`src/rtl/bfs_pkg.sv`:
```
`timescale 1ns / 1ps
`default_nettype none
// ----------------------------------------------------------------------------
// bfs_pkg
// shared types and constants of the bounded fifo with statistics
// ----------------------------------------------------------------------------
package bfs_pkg;

    localparam int DEFAULT_DEPTH      = 64;
    localparam int DEFAULT_DATA_WIDTH = 32;
    localparam int CAP_RESET          = 64;
    localparam int TOTAL_W            = 32;
    localparam int APB_DATA_W         = 32;
    localparam int APB_ADDR_W         = 3;

    typedef enum logic [1:0] {
        REQ_ENQ   = 2'd0,
        REQ_DEQ   = 2'd1,
        REQ_CLOSE = 2'd2,
        REQ_NOP   = 2'd3
    } t_req;

    typedef enum logic [1:0] {
        ST_OK     = 2'd0,
        ST_FULL   = 2'd1,
        ST_EMPTY  = 2'd2,
        ST_CLOSED = 2'd3
    } t_status;

    typedef enum logic [0:0] {
        REG_CAPACITY = 1'b0,
        REG_NONE     = 1'b1
    } t_reg_idx;

endpackage
`default_nettype wire

```
`src/rtl/bounded_fifo_with_stats_top.sv`:
```
`timescale 1ns / 1ps
`default_nettype none
// ----------------------------------------------------------------------------
// bounded_fifo_with_stats_top
// circular fifo with programmable capacity, close/drain and running statistics
//
//   channel   | handshake                          | payload
//   ----------+------------------------------------+------------------------------
//   request   | start, busy                        | i_req_type, i_write_data
//   result    | o_done (one-cycle strobe)          | o_status .. o_high_water
//   config    | psel, penable, pwrite, pready      | paddr, pwdata, prdata
//
// one request per cycle; busy stays low after reset.
// the result appears in the cycle after the request is taken, as the slot
// memory has a registered read port.
// reset clears pointers, counts, flags and totals; capacity resets to 64, or to DEPTH if smaller.
// the slot memory is not cleared; results cannot be held off by the receiver.
// ----------------------------------------------------------------------------
module bounded_fifo_with_stats_top #(
    parameter int DEPTH      = bfs_pkg::DEFAULT_DEPTH,
    parameter int DATA_WIDTH = bfs_pkg::DEFAULT_DATA_WIDTH,
    parameter int CNT_W      = $clog2(DEPTH + 1)
) (
    input  wire logic                           i_clk,
    input  wire logic                           i_rst_n,
    input  wire logic                           start,
    output logic                                busy,
    input  wire bfs_pkg::t_req                  i_req_type,
    input  wire logic [DATA_WIDTH-1:0]          i_write_data,
    output logic                                o_done,
    output bfs_pkg::t_status                    o_status,
    output logic [DATA_WIDTH-1:0]               o_read_data,
    output logic [CNT_W-1:0]                    o_occupancy,
    output logic                                o_empty_flag,
    output logic                                o_full_flag,
    output logic                                o_closed_flag,
    output logic [bfs_pkg::TOTAL_W-1:0]         o_enqueue_total,
    output logic [bfs_pkg::TOTAL_W-1:0]         o_dequeue_total,
    output logic [CNT_W-1:0]                    o_high_water,
    input  wire logic                           psel,
    input  wire logic                           penable,
    input  wire logic                           pwrite,
    input  wire logic [bfs_pkg::APB_ADDR_W-1:0] paddr,
    input  wire logic [bfs_pkg::APB_DATA_W-1:0] pwdata,
    output logic [bfs_pkg::APB_DATA_W-1:0]      prdata,
    output logic                                pready
);
    import bfs_pkg::*;

    localparam int PTR_W = (DEPTH > 1) ? $clog2(DEPTH) : 1;
    localparam int CAP_INIT = (CAP_RESET > DEPTH) ? DEPTH : CAP_RESET;

    logic [DATA_WIDTH-1:0] r_mem [DEPTH];
    logic [DATA_WIDTH-1:0] r_rdata;

    logic [PTR_W-1:0]   r_rd_ptr, n_rd_ptr;
    logic [PTR_W-1:0]   r_wr_ptr, n_wr_ptr;
    logic [CNT_W-1:0]   r_count, n_count;
    logic [CNT_W-1:0]   r_peak, n_peak;
    logic               r_closed, n_closed;
    logic [TOTAL_W-1:0] r_enq_total, n_enq_total;
    logic [TOTAL_W-1:0] r_deq_total, n_deq_total;
    logic [CNT_W-1:0]   r_cap;
    logic               r_done;
    t_status            r_status, n_status;
    logic               r_deq_ok;
    logic               r_full;

    logic               accept;
    logic               enq_ok;
    logic               deq_ok;
    logic               cfg_write;
    logic [CNT_W-1:0]   eff_cap;

    assign busy   = 1'b0;
    assign accept = start && !busy;
    assign pready = 1'b1;
    assign cfg_write = psel && penable && pwrite && pready
                       && (t_reg_idx'(paddr[2]) == REG_CAPACITY);

    always_comb begin
        if (r_cap == '0) begin
            eff_cap = CNT_W'(1);
        end else if (r_cap > CNT_W'(DEPTH)) begin
            eff_cap = CNT_W'(DEPTH);
        end else begin
            eff_cap = r_cap;
        end
    end

    always_comb begin
        prdata = '0;
        if (t_reg_idx'(paddr[2]) == REG_CAPACITY) begin
            prdata = APB_DATA_W'(r_cap);
        end
    end

    always_comb begin
        n_rd_ptr    = r_rd_ptr;
        n_wr_ptr    = r_wr_ptr;
        n_count     = r_count;
        n_closed    = r_closed;
        n_enq_total = r_enq_total;
        n_deq_total = r_deq_total;
        n_status    = ST_OK;
        enq_ok      = 1'b0;
        deq_ok      = 1'b0;
        case (i_req_type)
            REQ_ENQ: begin
                if (r_closed) begin
                    n_status = ST_CLOSED;
                end else if (r_count >= eff_cap) begin
                    n_status = ST_FULL;
                end else begin
                    enq_ok = 1'b1;
                end
            end
            REQ_DEQ: begin
                if (r_count == '0) begin
                    n_status = r_closed ? ST_CLOSED : ST_EMPTY;
                end else begin
                    deq_ok = 1'b1;
                end
            end
            REQ_CLOSE: begin
                n_closed = 1'b1;
            end
            default: begin
                n_status = ST_OK;
            end
        endcase
        if (enq_ok) begin
            n_wr_ptr    = (r_wr_ptr == PTR_W'(DEPTH - 1)) ? '0 : r_wr_ptr + PTR_W'(1);
            n_count     = r_count + CNT_W'(1);
            n_enq_total = r_enq_total + TOTAL_W'(1);
        end
        if (deq_ok) begin
            n_rd_ptr    = (r_rd_ptr == PTR_W'(DEPTH - 1)) ? '0 : r_rd_ptr + PTR_W'(1);
            n_count     = r_count - CNT_W'(1);
            n_deq_total = r_deq_total + TOTAL_W'(1);
        end
        n_peak = (n_count > r_peak) ? n_count : r_peak;
    end

    // slot memory, one write and one registered read port
    always_ff @(posedge i_clk) begin
        if (accept && enq_ok) begin
            r_mem[r_wr_ptr] <= i_write_data;
        end
        if (accept && deq_ok) begin
            r_rdata <= r_mem[r_rd_ptr];
        end
    end

    always_ff @(posedge i_clk) begin
        if (!i_rst_n) begin
            r_rd_ptr    <= '0;
            r_wr_ptr    <= '0;
            r_count     <= '0;
            r_peak      <= '0;
            r_closed    <= 1'b0;
            r_enq_total <= '0;
            r_deq_total <= '0;
            r_cap       <= CNT_W'(CAP_INIT);
            r_done      <= 1'b0;
            r_status    <= ST_OK;
            r_deq_ok    <= 1'b0;
            r_full      <= 1'b0;
        end else begin
            r_done <= accept;
            if (cfg_write) begin
                r_cap <= pwdata[CNT_W-1:0];
            end
            if (accept) begin
                r_rd_ptr    <= n_rd_ptr;
                r_wr_ptr    <= n_wr_ptr;
                r_count     <= n_count;
                r_peak      <= n_peak;
                r_closed    <= n_closed;
                r_enq_total <= n_enq_total;
                r_deq_total <= n_deq_total;
                r_status    <= n_status;
                r_deq_ok    <= deq_ok;
                r_full      <= (n_count >= eff_cap);
            end
        end
    end

    assign o_done          = r_done;
    assign o_status        = r_status;
    assign o_read_data     = r_deq_ok ? r_rdata : '0;
    assign o_occupancy     = r_count;
    assign o_empty_flag    = (r_count == '0);
    assign o_full_flag     = r_full;
    assign o_closed_flag   = r_closed;
    assign o_enqueue_total = r_enq_total;
    assign o_dequeue_total = r_deq_total;
    assign o_high_water    = r_peak;

    a_done_follows_request: assert property (@(posedge i_clk) disable iff (!i_rst_n)
        o_done |-> $past(accept))
        else $error("result strobe without a request");

    a_count_bounded: assert property (@(posedge i_clk) disable iff (!i_rst_n)
        r_count <= CNT_W'(DEPTH))
        else $error("occupancy above depth");

    a_peak_covers_count: assert property (@(posedge i_clk) disable iff (!i_rst_n)
        r_peak >= r_count)
        else $error("high-water mark below occupancy");

    a_deq_counts_once: assert property (@(posedge i_clk) disable iff (!i_rst_n)
        (accept && deq_ok) |=> (r_deq_total == $past(r_deq_total) + TOTAL_W'(1))
                               && (r_count == $past(r_count) - CNT_W'(1)))
        else $error("dequeue did not update totals and occupancy");

endmodule
`default_nettype wire

```
`config.mk`:
```
export PLATFORM = sky130hd
export DESIGN_NAME = bounded_fifo_with_stats_top
export DESIGN_NICKNAME = d
export VERILOG_FILES = /design/src/rtl/bfs_pkg.sv /design/src/rtl/bounded_fifo_with_stats_top.sv
export SDC_FILE = /design/constraint.sdc
export NUM_CORES = 2
export LEC_CHECK = 0
export ABC_AREA = 0
export BUFFER_PORTS_ARGS = -buffer_cell sky130_fd_sc_hd__buf_2
export CORE_ASPECT_RATIO = 0.8
export CORE_UTILIZATION = 33
export CTS_CLUSTER_DIAMETER = 200
export DETAILED_ROUTE_END_ITERATION = 10
export GPL_TIMING_DRIVEN = 0
export REMOVE_ABC_BUFFERS = 1
export SLEW_MARGIN = 5
export SYNTH_ARGS = -nofsm -noshare
export SYNTH_HDL_FRONTEND = slang
export SYNTH_SLANG_ARGS = --single-unit
```
`constraint.sdc`:
```
create_clock -name i_clk -period 3.8 [get_ports i_clk]
set_clock_uncertainty 0.05 [all_clocks]
set_input_delay 0.57 -clock i_clk [delete_from_list [all_inputs] [get_ports i_clk]]
set_output_delay 0.57 -clock i_clk [all_outputs]
set_load 0.03 [all_outputs]
```
==> key figures <==
Outcome
  – Status: finished, final reports clean

Logic synthesis
  – Ys async rst share: 0%
  – Number of distinct library cells after synthesis: 62
  – Top cells by area, synth: edfxtp_1 (74%), mux4_2 (12%), dfxtp_1 (2.4%)
  – Sequential fraction of the synthesis area: 76.5%
  – Synth Register Bits: 2183
  – Dominant cell type by area after synthesis: edfxtp_1
  – Top cell type's share of synthesized area: 74.1%
  – Ys flop type: edfxtp_1
  – Syn Std Cell Area: 84300 um^2
  – Synth Warn #: 0
  – Average size of a mapped cell: 20.3 um^2
  – Post-synthesis cell count: 4155
  – Number of synthesized flops with an enable pin: 2080

Clock tree
  – Sink Count: 2183
  – Root Buffer: clkbuf_16
  – Max clock buf depth: 4
  – CTS tree: built
  – Clock Pin Slew Worst Setup and Hold Paths: 0.07 ns
  – H-tree depth: 4
  – CTS Buf Count: 206
  – Clk_lat worst skew: 0.85 ns

Setup path
  – Top delay family on crit path: compound AO/OA/AOI/OAI gates
  – Cell repeated most along the worst path: ha_1
  – CP arrival: 4.40 ns
  – Crit-path cells: inv_1 > ha_1 > nand2b_4 > a211oi_4 > o211ai_1 > buf_4 > o31a_1 > xnor2_2 > ha_1 > o21a_1 > o221ai_2 > a31oi_4 > and2_4 > a32o_1
  – Worst Path Class, Setup: reg2reg
  – CP max-delay cell: dfxtp_1
  – Bufs and invs on worst path: 2
  – Reg2reg setup slack: 0.04 ns
  – Critical path endpoint category: flop
  – Worst endpoint required time: 4.43 ns
  – Startpoint Class: flop
  – Slowest Stage Delay on Critical Path: 0.47 ns
  – Max Fanout on Critical Path: 7

Route
  – Via count: 44400
  – DRC viols: 0
  – Vias per Instance: 5.46
  – Final Routed Wirelength: 230 mm
  – 1st-iter DRT viols: 6645
  – Final antenna-violating net count: 0
  – Detailed Routing Iterations Pass 1: 8
  – Wire length per cell: 28.3 um

Power and ir drop
  – P per Cell Area: 476 nW/um^2
  – Leakage power: 31.1 nW
  – Worst VDD drop: 0.356 mV
  – Final Power: 0.0480 W

STA
  – RSZ-0062 raised after global routing: true
  – Setup violations, final: 0
  – Final hold violations: 0
  – Slew Viols, Final: 0
  – F_max: 266 MHz
  – Final worst path period share: 99.0%
  – Final min period: 3.76 ns
  – Slew @ Worst Pin: 1.33 ns
  – Max_slew headroom: 11.2%

Layout
  – Sequential cell area: 64500 um^2
  – Fillers: 22100
  – Final nets: 4736
  – Footprint of the multi-input gates: 19300 um^2
  – Layout cells sized above 1: 28.6%
  – Area Growth Syn to Fin: 19.5%
  – Non-Filler Instances: 8135
  – Final Cell Area: 101000 um^2

Placed design
  – Placed insts: 7565
  – RePlAce Congestion: 0.789
  – Port Buffers: 170
  – Detailed Place HPWL: 132 mm
  – Area after DPL: 91800 um^2

GRT
  – Global-route wire length before repair: 324 mm
  – GRT overflow: 0
  – Vias in the first global route: 43400
  – Total Routing Usage GR: 17.4%
  – Largest net degree at the start of global routing: 81
  – Initial antenna violation count: 19

Flow run
  – Max_cap viols: 0

Floorplanning
  – Row cnt: 165
  – Initial core utilization: 33.3%
  – Full die area: 258000 um^2
  – Core area: 253000 um^2
  – Die X: 567 um
  – Die Ht: 454 um
  – I/O pin count: 225

Worst hold path
  – Hold Crit Class: in2reg
## power by group
group | leakage (nW) | switching [W] | internal, W
logic | 8.46 | 0.00109 | 0.000643
registers | 19.5 | 0.0000343 | 0.0264
clock network | 3.10 | 0.00888 | 0.0110
total | 31.1 | 0.0100 | 0.0380
## routing by layer
metal	part of all wire, %	up-vias	track usage [%]
met5	0.010	-	0
met4	2.3	4	3.95
met3	9.9	351	3.52
met2	45	2313	26.5
met1	43	23600	25.7
li1	-	18200	-
## Yosys cell counts, drive strengths merged (20+ instances only)
library cell  instances
or3                  30
inv                  30
edfxtp             2080
xor2                 24
nor2                142
o221ai               20
o22ai                24
buf                 135
ha                   28
o21ai                43
mux4                461
and2                 51
a211oi               31
mux2i               121
xnor2                23
clkbuf              119
nand3                33
nand4                26
a22oi               210
a21oi                98
nand2               149
dfxtp               103
## worst paths after layout
kind                   start               to  cells after the start
min reg2reg  o_high_water[3]  o_high_water[3]                      1
max           o_occupancy[0]  o_high_water[6]                     14
min            i_req_type[1]    o_closed_flag                      3
max reg2reg   o_occupancy[0]  o_high_water[6]                     14
## state kept, by name, summed over array words and instances, names as in the netlist
name and flops:
r_cap 7, r_wr_ptr 6, o_full_flag 1, o_status 2
o_done 1, r_rdata 32, o_enqueue_total 32, o_dequeue_total 32
o_high_water 7, o_closed_flag 1, o_occupancy 7, r_deq_ok 1
r_rd_ptr 6, r_mem 2048
## kinds of logic (layout without fill, tap and decap cells)
group	count (synthesis)	after routing	synth area share, %
compound gates	492	493	4.02
xor+xnor	47	47	0.488
fa+ha+maj	28	28	0.415
buf+inv	285	895	1.69
flops	2183	2183	76.5
mux	583	583	13.8
other cells	2	31	0.00890
simple gates	535	535	3.12
## timing repair
| action | in CTS | in global routing |
|---|---|---|
| setup endpoints to repair | 2090 | 710 |
| cloned | 15 | 3 |
| endpoints found under the hold margin | 7 | 0 |
| hold buffers | 7 | 0 |
| resized for setup | 47 | 22 |
| pin swaps | 65 | 15 |
| setup buffers | 143 | 35 |
## worst register-to-register path, cell delays in order, from the launching register on
cell	delay, ns
dfxtp_1	0.47
inv_1	0.19
ha_1	0.33
nand2b_4	0.15
a211oi_4	0.23
o211ai_1	0.21
buf_4	0.23
o31a_1	0.29
xnor2_2	0.29
ha_1	0.31
o21a_1	0.19
o221ai_2	0.21
a31oi_4	0.07
and2_4	0.21
a32o_1	0.25
## cells in the final DEF (no fill, tap or decap), types with 19 or more instances in the layout
cell          n
dfxtp_1      91
clkinv_2     35
o21ai_0      39
xnor2_1      20
inv_1        28
xor2_1       24
mux2i_1     121
buf_2       170
a21oi_1      95
o22ai_1      24
a22oi_1     207
mux4_2      461
nand3_1      31
buf_12      111
buf_16       60
a211oi_1     29
clkbuf_16   212
or3_1        27
buf_4       123
clkinv_1     48
and2_1       46
nor2_1       72
nor2_4       67
nand2_1     146
conb_1       27
clkbuf_1     45
o221ai_1     19
ha_1         28
edfxtp_1   2080
nand4_1      26
## cell type report
type                            instances  area share [%]
Multi-Input combinational cell       1713            19.1
Antenna cell                            4         0.00993
Tap cell                             3340            4.15
Sequential cell                      2183            64.0
Clock inverter                        112           0.915
Clock buffer                          254            5.36
Inverter                               31           0.122
Timing Repair Buffer                  498            6.30
## stage by stage
step                setup TNS (ns)  utilization [%]  setup WS (ns)  hold WS [ns]
CTS                         -0.326             39.6        -0.0671        0.0273
global route                 -6.20             39.8         -0.140         0.104
finish                           0             39.8         0.0371        0.0859
global placement          -7994.82             34.8         -31.82         0.408
floorplan                 -1651.52                -         -17.90         0.427
detailed placement        -1975.95             36.2          -1.79         0.430
No activity file was read; power rests on OpenSTA's default activity.
